File: config.mk
export PLATFORM = sky130hd
export DESIGN_NAME = lpht_ram
export DESIGN_NICKNAME = d
export VERILOG_FILES = /design/src/rtl/linear_probe_hash_table_unit_assert.svh /design/src/rtl/lpht_ram.sv
export SDC_FILE = /design/constraint.sdc
export NUM_CORES = 1
export LEC_CHECK = 0
export BUFFER_PORTS_ARGS = -buffer_cell sky130_fd_sc_hd__buf_2
export CAP_MARGIN = 40
export CORE_MARGIN = 8
export CORE_UTILIZATION = 31
export DETAILED_ROUTE_END_ITERATION = 8
export PLACE_DENSITY = 0.44
export SLEW_MARGIN = 40
export SYNTH_ARGS = -nofsm -noshare
export SYNTH_HDL_FRONTEND = slang
export SYNTH_SLANG_ARGS = --single-unit
File: constraint.sdc
create_clock -name clk -period 6.8 [get_ports clk]
set_input_delay 1.7 -clock clk [delete_from_list [all_inputs] [get_ports clk]]
set_output_delay 1.7 -clock clk [all_outputs]
set_load 0.01 [all_outputs]
File: src/rtl/linear_probe_hash_table_unit_assert.svh
// Assertion macros for the hash table unit. Clock clk, reset arst_n.
`ifndef LINEAR_PROBE_HASH_TABLE_UNIT_ASSERT_SVH
`define LINEAR_PROBE_HASH_TABLE_UNIT_ASSERT_SVH

// same-cycle implication
`define LPHT_ASSERT_NOW(lbl, ante, cons, msg) \
	lbl: assert property (@(posedge clk) disable iff (!arst_n) (ante) |-> (cons)) \
		else $error(msg);

// next-cycle implication
`define LPHT_ASSERT_NEXT(lbl, ante, cons, msg) \
	lbl: assert property (@(posedge clk) disable iff (!arst_n) (ante) |=> (cons)) \
		else $error(msg);

`endif

File: src/rtl/lpht_ram.sv
// ----------------------------------------------------------------------------
// lpht_ram
// Generic single-write, single-read RAM with registered read data.
// ----------------------------------------------------------------------------
module lpht_ram #(
	parameter int WIDTH = 8,
	parameter int DEPTH = 64
) (
	input  logic                     clk,
	input  logic                     we,
	input  logic [$clog2(DEPTH)-1:0] waddr,
	input  logic [WIDTH-1:0]         wdata,
	input  logic [$clog2(DEPTH)-1:0] raddr,
	output logic [WIDTH-1:0]         rdata
);
	logic [WIDTH-1:0] mem [DEPTH];

	always_ff @(posedge clk) begin
		if (we) begin
			mem[waddr] <= wdata;
		end
		rdata <= mem[raddr];
	end
endmodule

* Word level (Yosys, flattened, before mapping)
Memory sizes are Yosys's and may differ from the RTL's. A register that Yosys moved wholly into a read port is not among the register bits. Cells that the tools add are included. Widths: inputs -> output; s select.
Word-level totals: bits in registers 0, RAM bits 512, input bits 22, word-level logic and storage cells 3, memories kept 1
Operators by class: muxes and demuxes 2
Memories:
- mem | depth 64, bits a word 8, read ports 1, clocked after Yosys merged registers in 1, wr ports 1, RTL line lpht_ram.sv:16 | logic [WIDTH-1:0] mem [DEPTH];
Operators by type and width (number):
- $mux 1 | 2

* Depth between registers and ports, before layout
depth in word-level cells 2, mapped depth 9

* Worst setup path before layout
Ideal clock, no wire load.
path type input-to-reg, from input port raddr[1], to register rdata[3], read port of mem, setup time 0.128 ns, arrival time 3.240 ns, required time 6.672 ns, path slack 3.432 ns, stages 7, buffers on the path 3, cell sequence buf_4 -> buf_2 -> buf_2 -> mux4_2 -> mux4_2 -> o21ai_1 -> o41ai_1
RTL lines:
- from (decl) | RTL line lpht_ram.sv:13 | input logic [$clog2(DEPTH)-1:0] raddr,
- to (decl) | RTL line lpht_ram.sv:14 | output logic [WIDTH-1:0] rdata

==> impl_metrics.ini <==
[clock_network]
cts_sinks = 520
cts_hold_buf = 0
cts_buffers = 56
cts_max_path_buffers = 3
clk_pin_slew_worst_paths_ns = 0.06
cts-root-buf = clkbuf_16
clk_latency_ns = 0.61
cts-htree-levels = 2
cts_resized = 0
cts_tree = yes
cts_setup_buffers = 0

[pwr]
pwr-share-comb = 0.049
ir_drop_v = 0.000176
power.density_nw_per_um2 = 298
power_switching_share = 0.212
clkPwrFrac = 0.436
p_leak_nw = 7.06
p_int_mw = 5.45
p_sw_mw = 1.47
power_mw = 6.92
power_frac_seq = 0.515

[critical_path]
endpoint_kind = flip-flop
worstSetupPathType = primary input to flip-flop
cp_max_fo = 83
startpoint_type = primary input
crit_chain = clkbuf_8, buf_12, mux4_2, mux4_2, nor2_1, o32ai_1
cp.buffers_inverters = 2
crit_arrival_ns = 4.67
cp_slowest_cell = mux4_2
path_common_cell = mux4_2
reg2reg_from = mem[44][2]$_DFFE_PP_
regToRegSetupSlack_ns = 4.74
startpoint = raddr[0]
crit_family = buffers and inverters
critPathMaxStageDelay_ns = 0.60
worstPathRequired_ns = 7.27

[detailed_routing]
drc_errors = 0
antenna_left = 0
wl_met1_um = 23500
viasPerCell = 5.02
first_pass_iters = 5
wl_met2_um = 23300
drt-wirelength-per-cell_um = 26.7
vias = 9508
routed_wl_um = 50600
drt_iter0_drc = 890
top_layer = met5
route.met3.wl_um = 2570

[die]
dieArea_um2 = 73500
start_util = 0.313
die_w_um = 271
die_h_um = 271
rows = 93
ioPinCount = 30
fp.coreArea_um2 = 64300

[logic_synthesis]
synth_seq_cells = 520
synth.yosys.seq_area_share = 0.770
yosys-top-cells-area = edfxtp_1 (76%), mux4_2 (14%), nor2_1 (1.5%), mux2i_1 (1.1%), dfxtp_1 (0.79%)
yosysWarnings = 0
synth_cell_types = 40
syn_area_per_cell_um2 = 21.5
syn_nets = 962
synth.top_cell.area_share = 0.762
synth_cells = 940
syn-cell-area_um2 = 20200
netlist.top_cell.by_area = edfxtp_1

[timing]
min_period_ns = 4.20
finalSetupViolCount = 0
slew_violations = 0
max_freq_mhz = 238
worstMarginPinSlew_ns = 0.899
hold_viol = 0
rsz0062_at_grt = false
finalSetupTns_ns = 0
max-slew-margin-rel = 0.399
finalCritPeriodShare = 0.618
worst_hold_slack_ns = 0.843
fin_worst_skew_ns = 0.0240

[final_layout]
diodes = 0
drive_gt1_frac = 0.317
area_growth_pct = 15.1
seqCellArea_um2 = 15500
num-fill-cells = 5900
final_util = 0.361
multi_input_area_um2 = 4490
instances_no_fill = 1894
fin_nets = 1015

[global_routing]
grt_overflow = 0
grt_max_degree = 84
grt_pass1_wl_um = 73100
track_usage = 0.136
grt_pass1_vias = 9991
antenna_found_initial = 3

[placed_design]
placedCellCount = 1790
gp_congestion = 0.748
port_buffers = 29
dp_hpwl_um = 29500

[min_path]
min-delay-start = mem[30][6]$_DFFE_PP_
hold_path_class = flip-flop to flip-flop

[flow_run]
cap_violations = 0

[run_status]
status = finished clean
-- routing by layer --
| metal | up-vias | global-route usage |
|---|---|---|
| met5 | - | 0 |
| met4 | 4 | 0.0379 |
| met3 | 92 | 0.0293 |
| met2 | 241 | 0.212 |
| met1 | 5118 | 0.191 |
| li1 | 4053 | - |
-- flip-flops by register name, indices dropped and copies added, names as in the netlist --
register	count
rdata	8
mem	512
-- worst reg2reg max path, stage by stage, from the launching register on --
cell       delay, ns
edfxtp_1        0.36
mux4_2          0.48
mux2_2          0.30
a221oi_1        0.57
o2bb2ai_1       0.20
-- metrics by stage --
stage	cell area, um^2	setup WS (ns)
after floorplan	20200	3.43
after global placement	21200	1.95
after detailed placement	21400	1.96
after CTS	23200	2.62
after global routing	23200	2.40
final	23200	2.60
-- worst paths after layout --
check                          end  cells after the start
setup / recovery  rdata[4]$_DFF_P_                      6
hold / removal    rdata[6]$_DFF_P_                      3
setup reg to reg  rdata[2]$_DFF_P_                      4
hold reg to reg   rdata[6]$_DFF_P_                      3
-- layout by cell type, fill, tap and decap left out, drive strengths merged, types with 2 or more instances in the layout --
| cell | Yosys | final |
|---|---|---|
| o32ai | 2 | 2 |
| nand2 | 19 | 19 |
| o2bb2ai | 3 | 3 |
| o21ai | 4 | 4 |
| nand3 | 13 | 13 |
| a2111oi | 2 | 2 |
| nor2b | 14 | 14 |
| nand4 | 2 | 2 |
| nand2b | 7 | 7 |
| nor3 | 7 | 7 |
| mux2 | 13 | 13 |
| mux4 | 126 | 126 |
| o221ai | 8 | 8 |
| nor2 | 83 | 83 |
| clkbuf | 17 | 74 |
| bufinv | 0 | 6 |
| clkinv | 0 | 23 |
| o22ai | 8 | 8 |
| a21oi | 3 | 3 |
| o41ai | 2 | 2 |
| nor4 | 2 | 2 |
| o221a | 2 | 2 |
| o21a | 2 | 2 |
| a221oi | 6 | 6 |
| mux2i | 23 | 23 |
| nand3b | 3 | 3 |
| buf | 34 | 45 |
| a211oi | 4 | 4 |
| dfxtp | 8 | 8 |
| edfxtp | 512 | 512 |
| o2111ai | 3 | 3 |
| a22oi | 3 | 3 |
-- synthesized netlist by cell type --
library cell / instances
edfxtp_1: 512
o311ai_1: 1
nor3_1: 7
nand3b_1: 3
mux2_2: 13
nor2_1: 83
a221oi_1: 6
nand3_1: 13
nand4b_1: 1
nand4_1: 2
dfxtp_1: 8
nand2b_1: 7
and2_1: 1
buf_12: 2
a22oi_1: 3
o2111ai_1: 3
a31oi_1: 1
buf_2: 11
o221ai_1: 8
mux2i_1: 23
clkbuf_1: 17
a2111oi_0: 2
mux4_2: 126
buf_6: 4
o21ai_0: 2
o21ai_1: 2
or3_1: 1
o32ai_1: 2
buf_1: 4
o221a_2: 2
o41ai_1: 2
o21a_1: 2
o22ai_1: 8
buf_4: 13
a211oi_1: 4
nor4_1: 2
nand2_1: 19
nor2b_1: 14
a21oi_1: 3
o2bb2ai_1: 3
-- kinds of logic (layout without fill, tap and decap cells) --
| logic type | after synthesis | after routing | synth area share |
|---|---|---|---|
| flip-flops | 520 | 520 | 0.770 |
| buffers and inverters | 51 | 150 | 0.0157 |
| AND/OR/NAND/NOR | 153 | 153 | 0.0339 |
| multiplexers | 162 | 162 | 0.159 |
| AO/OA/AOI/OAI | 54 | 54 | 0.0207 |
-- area by class of cell --
class,count,share of cell area
flip-flops and latches,520,0.669
multi-input cells,369,0.193
clock buffers,73,0.0648
well taps,855,0.0461
clock inverters,31,0.0134
repair buffers,46,0.0130
-- power groups by stage --
stage	combinational [mW]	clock (mW)	sequential, mW
6_report	0.339	3.02	3.56
5_1_grt	0.365	3.21	3.56
4_1_cts	0.348	3.10	3.56
3_5_place_dp	0.348	0	3.63
3_3_place_gp	0.340	0	3.63
2_1_floorplan	0.189	0	3.62
(Power assumes the default switching activity.)
