==> config.mk <==
export PLATFORM = sky130hd
export DESIGN_NAME = lpht_hash
export DESIGN_NICKNAME = d
export VERILOG_FILES = /design/src/rtl/linear_probe_hash_table_unit_assert.svh /design/src/rtl/lpht_pkg.sv /design/src/rtl/lpht_hash.sv
export SDC_FILE = /design/constraint.sdc
export NUM_CORES = 1
export LEC_CHECK = 0
export BUFFER_PORTS_ARGS = -buffer_cell sky130_fd_sc_hd__buf_2
export CORE_ASPECT_RATIO = 0.9
export CORE_MARGIN = 3
export CORE_UTILIZATION = 30
export DETAILED_ROUTE_END_ITERATION = 8
export GPL_ROUTABILITY_DRIVEN = 1
export SYNTH_ARGS = -nofsm -noshare
export SYNTH_HDL_FRONTEND = slang
export SYNTH_SLANG_ARGS = --single-unit
==> constraint.sdc <==
create_clock -name clk -period 6.7 [get_ports clk]
set_input_delay 0.67 -clock clk [delete_from_list [all_inputs] [get_ports clk]]
set_output_delay 0.67 -clock clk [all_outputs]
set_load 0.05 [all_outputs]
==> src/rtl/linear_probe_hash_table_unit_assert.svh <==
// Assertion macros for the hash table unit. Clock clk, reset arst_n.
`ifndef LINEAR_PROBE_HASH_TABLE_UNIT_ASSERT_SVH
`define LINEAR_PROBE_HASH_TABLE_UNIT_ASSERT_SVH

// same-cycle implication
`define LPHT_ASSERT_NOW(lbl, ante, cons, msg) \
	lbl: assert property (@(posedge clk) disable iff (!arst_n) (ante) |-> (cons)) \
		else $error(msg);

// next-cycle implication
`define LPHT_ASSERT_NEXT(lbl, ante, cons, msg) \
	lbl: assert property (@(posedge clk) disable iff (!arst_n) (ante) |=> (cons)) \
		else $error(msg);

`endif

==> src/rtl/lpht_pkg.sv <==
// ----------------------------------------------------------------------------
// lpht_pkg
// Types, codes and defaults shared by the hash table unit.
// ----------------------------------------------------------------------------
package lpht_pkg;

	localparam int DEF_TABLE_DEPTH = 64;
	localparam int DEF_KEY_CHARS   = 8;
	localparam int DEF_VALUE_BITS  = 32;

	localparam int LEN_W   = 4;
	localparam int CAP_W   = 7;
	localparam int PADDR_W = 2;
	localparam int HASH_W  = 64;
	localparam logic [PADDR_W-1:0] REG_CAPACITY = 2'd0;
	localparam logic [CAP_W-1:0]   CAP_RESET    = 7'd64;
	localparam logic [7:0]         CASE_OFFSET  = 8'd32;

	localparam logic [2:0] REQ_INSERT = 3'd0;
	localparam logic [2:0] REQ_SEARCH = 3'd1;
	localparam logic [2:0] REQ_ERASE  = 3'd2;
	localparam logic [2:0] REQ_FIRST  = 3'd3;
	localparam logic [2:0] REQ_NEXT   = 3'd4;

	localparam logic [1:0] ST_OK   = 2'd0;
	localparam logic [1:0] ST_DUP  = 2'd1;
	localparam logic [1:0] ST_FULL = 2'd2;
	localparam logic [1:0] ST_MISS = 2'd3;

	localparam logic [1:0] MARK_EMPTY = 2'd0;
	localparam logic [1:0] MARK_LIVE  = 2'd1;
	localparam logic [1:0] MARK_TOMB  = 2'd2;

	typedef struct packed {
		logic [2:0]  req_type;
		logic [63:0] key_chars;
		logic [3:0]  key_len;
		logic [31:0] entry_value;
	} req_t;

	typedef struct packed {
		logic [1:0]  status;
		logic [63:0] out_key;
		logic [3:0]  out_key_len;
		logic [31:0] out_value;
		logic [5:0]  slot_index;
		logic [6:0]  entry_count;
	} rsp_t;

	function automatic rsp_t rsp_empty(logic [1:0] st, logic [6:0] cnt);
		rsp_t r;
		r = '0;
		r.status = st;
		r.entry_count = cnt;
		return r;
	endfunction

endpackage

==> src/rtl/lpht_hash.sv <==
// ----------------------------------------------------------------------------
// lpht_hash
// Key hash, one character a cycle, then restoring modulo by capacity.
// ----------------------------------------------------------------------------
module lpht_hash import lpht_pkg::*; #(
	parameter int TABLE_DEPTH = DEF_TABLE_DEPTH,
	parameter int KEY_CHARS   = DEF_KEY_CHARS
) (
	input  logic                           clk,
	input  logic                           arst_n,
	input  logic                           start,
	input  logic [8*KEY_CHARS-1:0]         key,
	input  logic [LEN_W-1:0]               len,
	input  logic [$clog2(TABLE_DEPTH):0]   cap,
	output logic                           done,
	output logic [$clog2(TABLE_DEPTH)-1:0] home
);
	localparam int IW = $clog2(TABLE_DEPTH);
	localparam int PW = IW + 1;
	localparam int KW = 8 * KEY_CHARS;
	localparam int BW = $clog2(HASH_W);

	typedef enum logic [2:0] {
		HS_IDLE = 3'b001,
		HS_CHR  = 3'b010,
		HS_MOD  = 3'b100
	} hs_state_t;

	hs_state_t         state_q;
	logic [KW-1:0]     kreg_q;
	logic [LEN_W-1:0]  left_q;
	logic [HASH_W-1:0] h_q;
	logic [PW-1:0]     cap_q;
	logic [PW-1:0]     r_q;
	logic [BW-1:0]     bit_q;
	logic              done_q;
	logic [7:0]        ch;
	logic [PW:0]       r2;

	always_comb begin
		ch = kreg_q[7:0];
		if (ch >= 8'h41 && ch <= 8'h5A) begin
			ch = ch + CASE_OFFSET;
		end
		r2 = {r_q, h_q[HASH_W-1]};
	end

	always_ff @(posedge clk or negedge arst_n) begin
		if (!arst_n) begin
			state_q <= HS_IDLE;
			done_q  <= 1'b0;
		end else begin
			done_q <= 1'b0;
			unique case (state_q)
				HS_IDLE: begin
					if (start) begin
						kreg_q  <= key;
						left_q  <= len;
						h_q     <= '0;
						cap_q   <= cap;
						state_q <= HS_CHR;
					end
				end
				HS_CHR: begin
					if (left_q == '0) begin
						r_q     <= '0;
						bit_q   <= '0;
						state_q <= HS_MOD;
					end else begin
						h_q    <= (h_q << 5) + h_q + HASH_W'(ch);
						kreg_q <= kreg_q >> 8;
						left_q <= left_q - 1'b1;
					end
				end
				HS_MOD: begin
					if (r2 >= {1'b0, cap_q}) begin
						r_q <= PW'(r2 - {1'b0, cap_q});
					end else begin
						r_q <= PW'(r2);
					end
					h_q   <= h_q << 1;
					bit_q <= bit_q + 1'b1;
					if (bit_q == BW'(HASH_W - 1)) begin
						done_q  <= 1'b1;
						state_q <= HS_IDLE;
					end
				end
				default: state_q <= HS_IDLE;
			endcase
		end
	end

	assign done = done_q;
	assign home = r_q[IW-1:0];
endmodule

; Word-level counts from Yosys, hierarchy flattened
; Index checks and enable logic that the tools add are counted.
[totals]
in_bits = 78
regBits = 156
wordCells = 56
out_inout_bits = 7
[classes]
n_eq_ne = 8
n_lt_le_gt_ge = 3
reduce_logical = 10
n_mux = 21
n_addsub = 6
[op_table]
columns = op, count
row1 = 64-bit 2-to-1 mux, 4
row2 = 64-bit case mux with 3 select lines, 1
row3 = 64-bit case mux with 2 select lines, 1
row4 = 64-bit adder, 1
row5 = 64-bit by 8-bit adder with 64-bit output, 1
row6 = 7-bit 2-to-1 mux, 2
row7 = 7-bit case mux with 2 select lines, 1
row8 = 6-bit case mux with 2 select lines, 1
row9 = 3-bit 2-to-1 mux, 3
row10 = 3-bit case mux with 3 select lines, 1
row11 = 3-bit AND reduction, 3
row12 = 8-bit by 6-bit adder with 8-bit output (second input constant), 1
row13 = 8-bit by 7-bit greater-or-equal comparator with 1-bit output, 1
row14 = 8-bit by 7-bit greater-or-equal comparator with 1-bit output (second input constant), 1
row15 = 8-bit by 7-bit <= comparator with 1-bit output (second input constant), 1
row16 = 4-bit 2-to-1 mux, 2
row17 = 8-bit 2-to-1 mux, 1
row18 = 2-bit inequality test (second input constant), 4
row19 = 4-bit case mux with 2 select lines, 1
row20 = 4-bit AND reduction, 2
row21 = 7-bit subtractor, 1
row22 = 6-bit by 1-bit adder with 6-bit output (second input constant), 1
row23 = 6-bit equality test (second input constant), 1
row24 = 6-bit 2-to-1 mux, 1
row25 = other kinds (9), 11

; Longest topological paths before layout
; Gate-level depths: netlist of the first run.
[logic_depth]
ltp_word = 6
ltp_mapped = 16
ltp_nobuf = 16

; Worst setup path after synthesis of the first run
; OpenSTA, ideal clock, no wires.
[synth_path]
kind = register -> register
from = register left_q[0]
to = register kreg_q[0] (enable)
stages_incl_launch_ff = 7
setup_ps = 494
arrival_ps = 3784
synth_period_minus_slack_ps = 4278
n_path_buf = 0
required_time_ps = 6206
setup_slack_ps = 2422
path_cell_list = edfxtp_1 -> inv_1 -> ha_1 -> nor3b_1 -> nor2_1 -> a21oi_1 -> nor2_1
[synth_between]
elab_chain_cells = 3
[synth_lines]
columns = item, line_no
row1 = from (decl), lpht_hash.sv:31  ; logic [LEN_W-1:0] left_q;
row2 = from (signal assigned), lpht_hash.sv:58  ; left_q <= len;
row3 = from (signal assigned), lpht_hash.sv:72  ; left_q <= left_q - 1'b1;
row4 = 4-bit logical NOT, lpht_hash.sv:65  ; if (left_q == '0) begin
row5 = 2-bit inequality test (no source line), -
row6 = 4-bit AND reduction (no source line), -
row7 = to (signal assigned), lpht_hash.sv:57  ; kreg_q <= key;
row8 = to (signal assigned), lpht_hash.sv:71  ; kreg_q <= kreg_q >> 8;
row9 = to (decl), lpht_hash.sv:30  ; logic [KW-1:0] kreg_q;
; Every way passes these cells.
; A chain may end at the register's enable or synchronous reset.

; Final worst setup path of the first run
[layout_path]
from = register kreg_q[3]
to = register h_q[57], data pin
[layout_between]
elab_chain_cells = 6
elab_cells_between_ends = 8
classes_between = add/sub (2) / order compare (2) / mux (3) / reduce/logical (1)
[layout_lines]
columns = item, line_no
row1 = 8-bit by 7-bit greater-or-equal comparator with 1-bit output or 8-bit by 7-bit <= comparator with 1-bit output (tied branches), lpht_hash.sv:42  ; if (ch >= 8'h41 && ch <= 8'h5A) begin
row2 = 1-bit logical AND, lpht_hash.sv:42
row3 = 8-bit 2-to-1 mux (*), lpht_hash.sv:42
row4 = 64-bit by 8-bit adder with 64-bit output (*), lpht_hash.sv:70  ; h_q <= (h_q << 5) + h_q + HASH_W'(ch);
row5 = 64-bit 2-to-1 mux (*), lpht_hash.sv:65
row6 = 64-bit case mux with 3 select lines (*), lpht_hash.sv:54  ; unique case (state_q)
row7 = to (signal assigned), lpht_hash.sv:70
row8 = to (signal assigned), lpht_hash.sv:81  ; h_q <= h_q << 1;
row9 = to (decl), lpht_hash.sv:32  ; logic [HASH_W-1:0] h_q;
; Mark *: on every way between the ends. The rest lies on a longest branch, timed or not. The select of a mux whose other input is x is not followed.

==> impl_metrics.env, run 1 <==
export IMPL_outcome="complete, no violations"
export IMPL_cts_resized=0
export IMPL_area_growth_pct=11.86
export IMPL_maxSlewHeadroom_pct=22.02
export IMPL_routed_wirelength_um=28060
export IMPL_antenna_cells=0
export IMPL_critical_path_class="register to register"
export IMPL_rsz0062_at_grt="false"
export IMPL_period_minus_slack_ns=4.723
export IMPL_cap_violations=0
export IMPL_grt_overflow=0
export IMPL_cp_end_kind="register"
export IMPL_synth_most_common_cell="nand2_1"
export IMPL_fin_skew_ns=0.01568
export IMPL_cp_slowest_cell="o41ai_4"
export IMPL_ys_seq_area_share_pct=40.59
export IMPL_clockRootBuffer="clkbuf_16"
export IMPL_place_hpwl_um=20410
export IMPL_setup_ws_ns=1.977
export IMPL_synth_area_um2=11490
export IMPL_r2r_worst_path_cells=14
export IMPL_finalMaxSlewViolations=0
export IMPL_placed_cells=1768
export IMPL_worst_r2r_setup_slack_ns=1.98
export IMPL_yosysWarnings=0
export IMPL_p_per_area_nw_per_um2=374.5
export IMPL_cts_setup_buffers=0
export IMPL_grt_pass1_vias=8933
export IMPL_ys_async_sr_fraction_pct=2.564
export IMPL_antenna_found_initial=0
export IMPL_synth_largest_area_cell="edfxtp_1"
export IMPL_ir_worst_vdd_uv=181.5
export IMPL_startpoint="kreg_q[3]"
export IMPL_io_pins=85
export IMPL_routabilityCongestion=0.8977
export IMPL_crit_required_ns=6.99
export IMPL_ctsLongestPathBuffers=2
export IMPL_grt_pass1_wl_um=45840
export IMPL_drive_gt1_share_pct=10.48
export IMPL_worst_pin_slew_ns=1.167
export IMPL_finalCritPeriodShare_pct=70.49
export IMPL_cts_sinks=156
export IMPL_place_ws_ns=2.011
export IMPL_fin_util_pct=34.24
export IMPL_dieWidth_um=212.3
export IMPL_cts_tree="built"
export IMPL_ant_nets=0
export IMPL_max_freq_mhz=211.7
export IMPL_worstPathCellList="or4_1 > o22ai_1 > nor4b_1 > a21o_1 > fa_1 > ha_1 > o21a_1 > a21boi_0 > a21o_1 > a31oi_1 > o41ai_4 > a21oi_4 > or4_1 > nand3_1"
export IMPL_numCtsBuffers=17
export IMPL_cp_start_kind="register"
export IMPL_multi_input_area_um2=6452
export IMPL_r2r_start="kreg_q[3]"
export IMPL_vias=9322
export IMPL_clkSlewWorstSetupHoldPaths_ns=0.07
export IMPL_port_buffers=84
export IMPL_fin_nets=1519
export IMPL_regArea_um2=4666
export IMPL_synth_main_ff_cell="edfxtp_1"
export IMPL_synth_nets=1477
export IMPL_drtPass1Iterations=5
export IMPL_avgSynthCellArea_um2=9.108
export IMPL_drc=0
export IMPL_p_leak_uw=0.005309
export IMPL_fin_setup_tns_ns=0
export IMPL_crit_arrival_ns=5.01
export IMPL_cp_max_fo=5
export IMPL_grt_max_degree=82
export IMPL_synth_distinct_cells=71
export IMPL_final_cells=1800
export IMPL_post_synth_inst_count=1262
export IMPL_finalSetupViolCount=0
export IMPL_track_usage_pct=13.78
export IMPL_finalHoldViolations=0
export IMPL_viasPerCell=5.179
export IMPL_synth_seq_cells=156
export IMPL_dieArea_um2=40700
export IMPL_cts_htree_levels=4
export IMPL_synth_top_area_share_pct=39.71
export IMPL_n_fill_cell=3809
export IMPL_core_area_um2=37560
export IMPL_ys_top_cells_by_area="edfxtp_1, ha_1, nand2_1"
export IMPL_detail_route_wl_per_cell_um=15.59
export IMPL_max_stage_delay_ns=0.64
export IMPL_clk_latency_ns=0.43
export IMPL_ys_top_cells_by_count="nand2_1, edfxtp_1, ha_1"
export IMPL_fp_dieH_um=191.7
export IMPL_drt_iter0_drc=650
export IMPL_r2r_end="h_q[57]"
export IMPL_start_util_pct=30.61
export IMPL_hold_buffers=0
export IMPL_hold_path_class="input port to async pin"
export IMPL_synth_edf_count=152
export IMPL_num_rows=67
[final cells by class]
cell class | count | area share, %
multi-input cells | 1008 | 50.18
flip-flops and latches | 156 | 36.28
well taps | 483 | 4.700
clock buffers | 23 | 3.639
repair buffers | 89 | 3.561
inverters | 32 | 0.9341
clock inverters | 9 | 0.7006
[power breakdown]
group	switching (uW)	total (uW)	internal, uW
clock network	409	943	534
registers	131	1490	1360
logic	1510	2390	876
[logic make-up after synthesis]
family | after synthesis | share of synthesized area, %
simple gates | 498 | 19.10
mux | 6 | 0.5225
buf+inv | 98 | 3.494
compound gates | 307 | 16.48
flops | 156 | 40.59
xor+xnor | 60 | 4.572
fa+ha+maj | 137 | 15.24
[routing by layer]
metal / part of all wire, % / vias up / routed length [um] / global-route usage [%]
met3: 4.7 / 15 / 1306 / 2.303
met1: 50 / 4444 / 13950 / 20.54
met5: 0 / - / 0 / 0
met2: 45 / 229 / 12550 / 20.88
met4: 0.92 / 0 / 257 / 3.095
li1: - / 4634 / - / -
[critical path: cells and delay by family (launching register included)]
kind	cells	cell delay, ns
flip-flops	1	0.41
AND/OR/NAND/NOR	4	1.19
adder cells (fa/ha/maj)	2	0.80
AO/OA/AOI/OAI	8	2.18
[how the worst max path moves through the flow]
stage | to | slack, ns | cells past startpoint
after detailed placement | h_q[57] | 2.01 | 14
after CTS | h_q[57] | 1.98 | 14
after floorplan | kreg_q[0] | 2.42 | 6
after global routing | h_q[60] | 1.59 | 16
after global placement | h_q[57] | 2.12 | 14
final | h_q[57] | 1.98 | 14
[registers in the layout (all words and copies together) (netlist names)]
name     flops
h_q         64
kreg_q      64
cap_q        7
r_q          7
bit_q        6
left_q       4
state_q      3
done         1
[placed cells by master, fill, tap and decap left out, drive strengths merged, types with 13 or more instances in the layout]
| master | n |
|---|---|
| clkbuf | 23 |
| xnor2 | 37 |
| o21a | 13 |
| edfxtp | 152 |
| a21oi | 93 |
| a21o | 22 |
| xor2 | 23 |
| o21ai | 102 |
| and2 | 16 |
| nor3 | 19 |
| ha | 132 |
| buf | 89 |
| nor2 | 75 |
| nand3 | 16 |
| nand4 | 23 |
| inv | 34 |
| nor2b | 13 |
| nand2 | 290 |
[metrics by stage]
stage / total power, uW / hold WS (ns) / area (um2)
CTS: 4828 / 0.03701 / 12860
global route: 5205 / 0.04724 / 12860
global placement: 3842 / 0.4870 / 12300
finish: 4816 / 0.05748 / 12860
detailed placement: 3854 / 0.4962 / 12300
floorplan: 3271 / 0.3744 / 11490
Power figures use the tool's default switching activity.
==> inputs of run 2 (changes only) <==
Clock period 6.7 ns to 4.7 ns, I/O delays scaled along.
==> run 2 against run 1 <==
Compared with the run above:
- largest cell class unchanged
- hold slack improved by 0.15 ns
- largest power group unchanged
- highest routed layer unchanged
- clock skew decreased by 0.00078 ns
- via count about the same
- flip-flop and latch count unchanged
- die area unchanged
- critical path depth increased by 1
- critical endpoint unchanged
- sequential share of layout area decreased by 0.41 points
- sequential power increased by 42%
==> impl_metrics.env, run 2 (synthesized netlist as in run 1, its figures left out) <==
export IMPL_outcome="complete, no violations"
export IMPL_routabilityCongestion=0.8819
export IMPL_ant_nets=0
export IMPL_worstPathCellList="or4_1 > o22ai_1 > nor4b_1 > a21o_1 > fa_1 > ha_1 > o21a_1 > a21boi_1 > a21o_1 > a31oi_1 > o41ai_4 > buf_4 > a21oi_4 > or4_1 > nand3_1"
export IMPL_grt_pass1_vias=8965
export IMPL_dieWidth_um=212.3
export IMPL_max_freq_mhz=224.7
export IMPL_met3_usage_pct=2.417
export IMPL_place_ws_ns=0.1867
export IMPL_clk_latency_ns=0.44
export IMPL_path_buf_inv=1
export IMPL_num_rows=67
export IMPL_hold_path_class="input port to register"
export IMPL_use_met1_pct=21.03
export IMPL_cts_setup_buffers=0
export IMPL_finalMaxSlewViolations=0
export IMPL_setup_ws_ns=0.2504
export IMPL_detail_route_wl_per_cell_um=15.77
export IMPL_p_int_uw=4155
export IMPL_period_minus_slack_ns=4.450
export IMPL_port_buffers=84
export IMPL_p_leak_uw=0.005390
export IMPL_cp_end_kind="register"
export IMPL_cts_sinks=156
export IMPL_cap_violations=0
export IMPL_crit_required_ns=5.00
export IMPL_fin_nets=1525
export IMPL_cts_tree="built"
export IMPL_layout_commonest_cell="nand2_1"
export IMPL_max_stage_delay_ns=0.53
export IMPL_top_usage_layer="met1"
export IMPL_antenna_found_initial=0
export IMPL_met2_usage_pct=21.02
export IMPL_fin_setup_tns_ns=0
export IMPL_routed_wirelength_um=28480
export IMPL_vias=9325
export IMPL_dieArea_um2=40700
export IMPL_start_util_pct=30.61
export IMPL_viasPerCell=5.163
export IMPL_place_hpwl_um=20910
export IMPL_drt_iter0_drc=759
export IMPL_cp_start_kind="register"
export IMPL_finalHoldViolations=0
export IMPL_ir_worst_vdd_uv=242.8
export IMPL_numCtsBuffers=17
export IMPL_antenna_cells=0
export IMPL_drc=0
export IMPL_grt_max_degree=92
export IMPL_maxSlewHeadroom_pct=17.76
export IMPL_cp_slowest_cell="or4_1"
export IMPL_crit_family="compound AO/OA/AOI/OAI gates"
export IMPL_io_pins=85
export IMPL_top_regs="h_q x64, kreg_q x64"
export IMPL_critical_path_class="register to register"
export IMPL_clkSlewWorstSetupHoldPaths_ns=0.07
export IMPL_fin_skew_ns=0.01491
export IMPL_track_usage_pct=13.98
export IMPL_worst_pin_slew_ns=1.231
export IMPL_clockRootBuffer="clkbuf_16"
export IMPL_pwr_share_clk_pct=21.9
export IMPL_mostFrequentLayoutCells="nand2_1, edfxtp_1, ha_1"
export IMPL_finalCritPeriodShare_pct=94.67
export IMPL_cp_max_fo=5
export IMPL_fp_dieH_um=191.7
export IMPL_grt_overflow=0
export IMPL_power_share_combinational_pct=48.4
export IMPL_grt_pass1_wl_um=46490
export IMPL_finalSetupViolCount=0
export IMPL_power_frac_seq_pct=29.7
export IMPL_rsz0062_at_grt="false"
export IMPL_cts_htree_levels=4
export IMPL_core_area_um2=37560
export IMPL_ctsLongestPathBuffers=2
export IMPL_area_growth_pct=13.14
export IMPL_drtPass1Iterations=5
export IMPL_power_switching_uw=2981
export IMPL_sw_frac_of_total_pct=41.77
export IMPL_crit_arrival_ns=4.75
export IMPL_p_per_area_nw_per_um2=548.7
export IMPL_drive_gt1_share_pct=10.88
run 2: cell types whose count changed in the layout (fill, tap and decap cells not counted), sizes merged:
cell,previous run,this run
clkbuf,23,19
inv,34,35
clkinv,4,5
buf,89,94
bufinv,1,5
clkinvlp,2,0
dlygate4sd3,0,1
run 2: path summary, 6_finish.rpt:
path / slack [ns] / to / start / depth (start not counted)
worst max-delay path: 0.25 / h_q[57] / kreg_q[2] / 15
worst min-delay path: 0.21 / cap_q[3] / cap[3] / 1
worst max register to register: 0.25 / h_q[57] / kreg_q[2] / 15
worst min register to register: 0.50 / kreg_q[50] / kreg_q[58] / 2
max in group asynchronous: 4.07 / state_q[0] / arst_n / 2
min in group asynchronous: 0.40 / state_q[2] / arst_n / 2
run 2: worst register-to-register path, stage by stage, from the launching register on:
cell      delay (ns)
edfxtp_1        0.41
or4_1           0.53
o22ai_1         0.23
nor4b_1         0.11
a21o_1          0.20
fa_1            0.43
ha_1            0.37
o21a_1          0.17
a21boi_1        0.29
a21o_1          0.22
a31oi_1         0.16
o41ai_4         0.32
buf_4           0.23
a21oi_4         0.09
or4_1           0.47
nand3_1         0.09
run 2: through the flow:
stage          hold slack, ns  cell area (um2)  std cells  utilization [%]  total power, uW
2_1_floorplan          0.1744            11490       1262                -             4663
3_3_place_gp           0.3072            12340       1773            32.85             5516
3_5_place_dp           0.3079            12340       1773            32.85             5530
4_1_cts                0.1857            13000       1806            34.61             7132
5_1_grt                0.1817            13010       1806            34.63             7665
6_report               0.2084            13010       1806            34.63             7136
run 2: power groups by stage:
stage	clock (uW)	sequential, uW	combinational (uW)
after detailed placement	0	2150	3380
after global placement	0	2140	3370
after floorplan	0	2070	2590
after global routing	1640	2150	3870
final	1560	2120	3450
after CTS	1590	2120	3420
run 2: cell type report:
class / instances / area (um2)
fill: 3814 / 24550
multi-input combinational: 1008 / 6460
sequential: 156 / 4666
tap: 483 / 604.3
timing repair buffer: 95 / 505.5
clock buffer: 19 / 432.9
clock inverter: 13 / 216.5
inverter: 32 / 120.1
run 2: layer usage:
layer,up-vias,routed length (um)
li1,4641,-
met2,229,12450
met1,4420,14430
met4,0,318
met3,35,1276
met5,-,0
run 2: repair_timing:
item | in CTS | in global routing
hold buffers | 1 | 0
endpoints found under the setup margin | 0 | 3
gates resized for setup | 0 | 2
hold endpoints to repair | 3 | 0
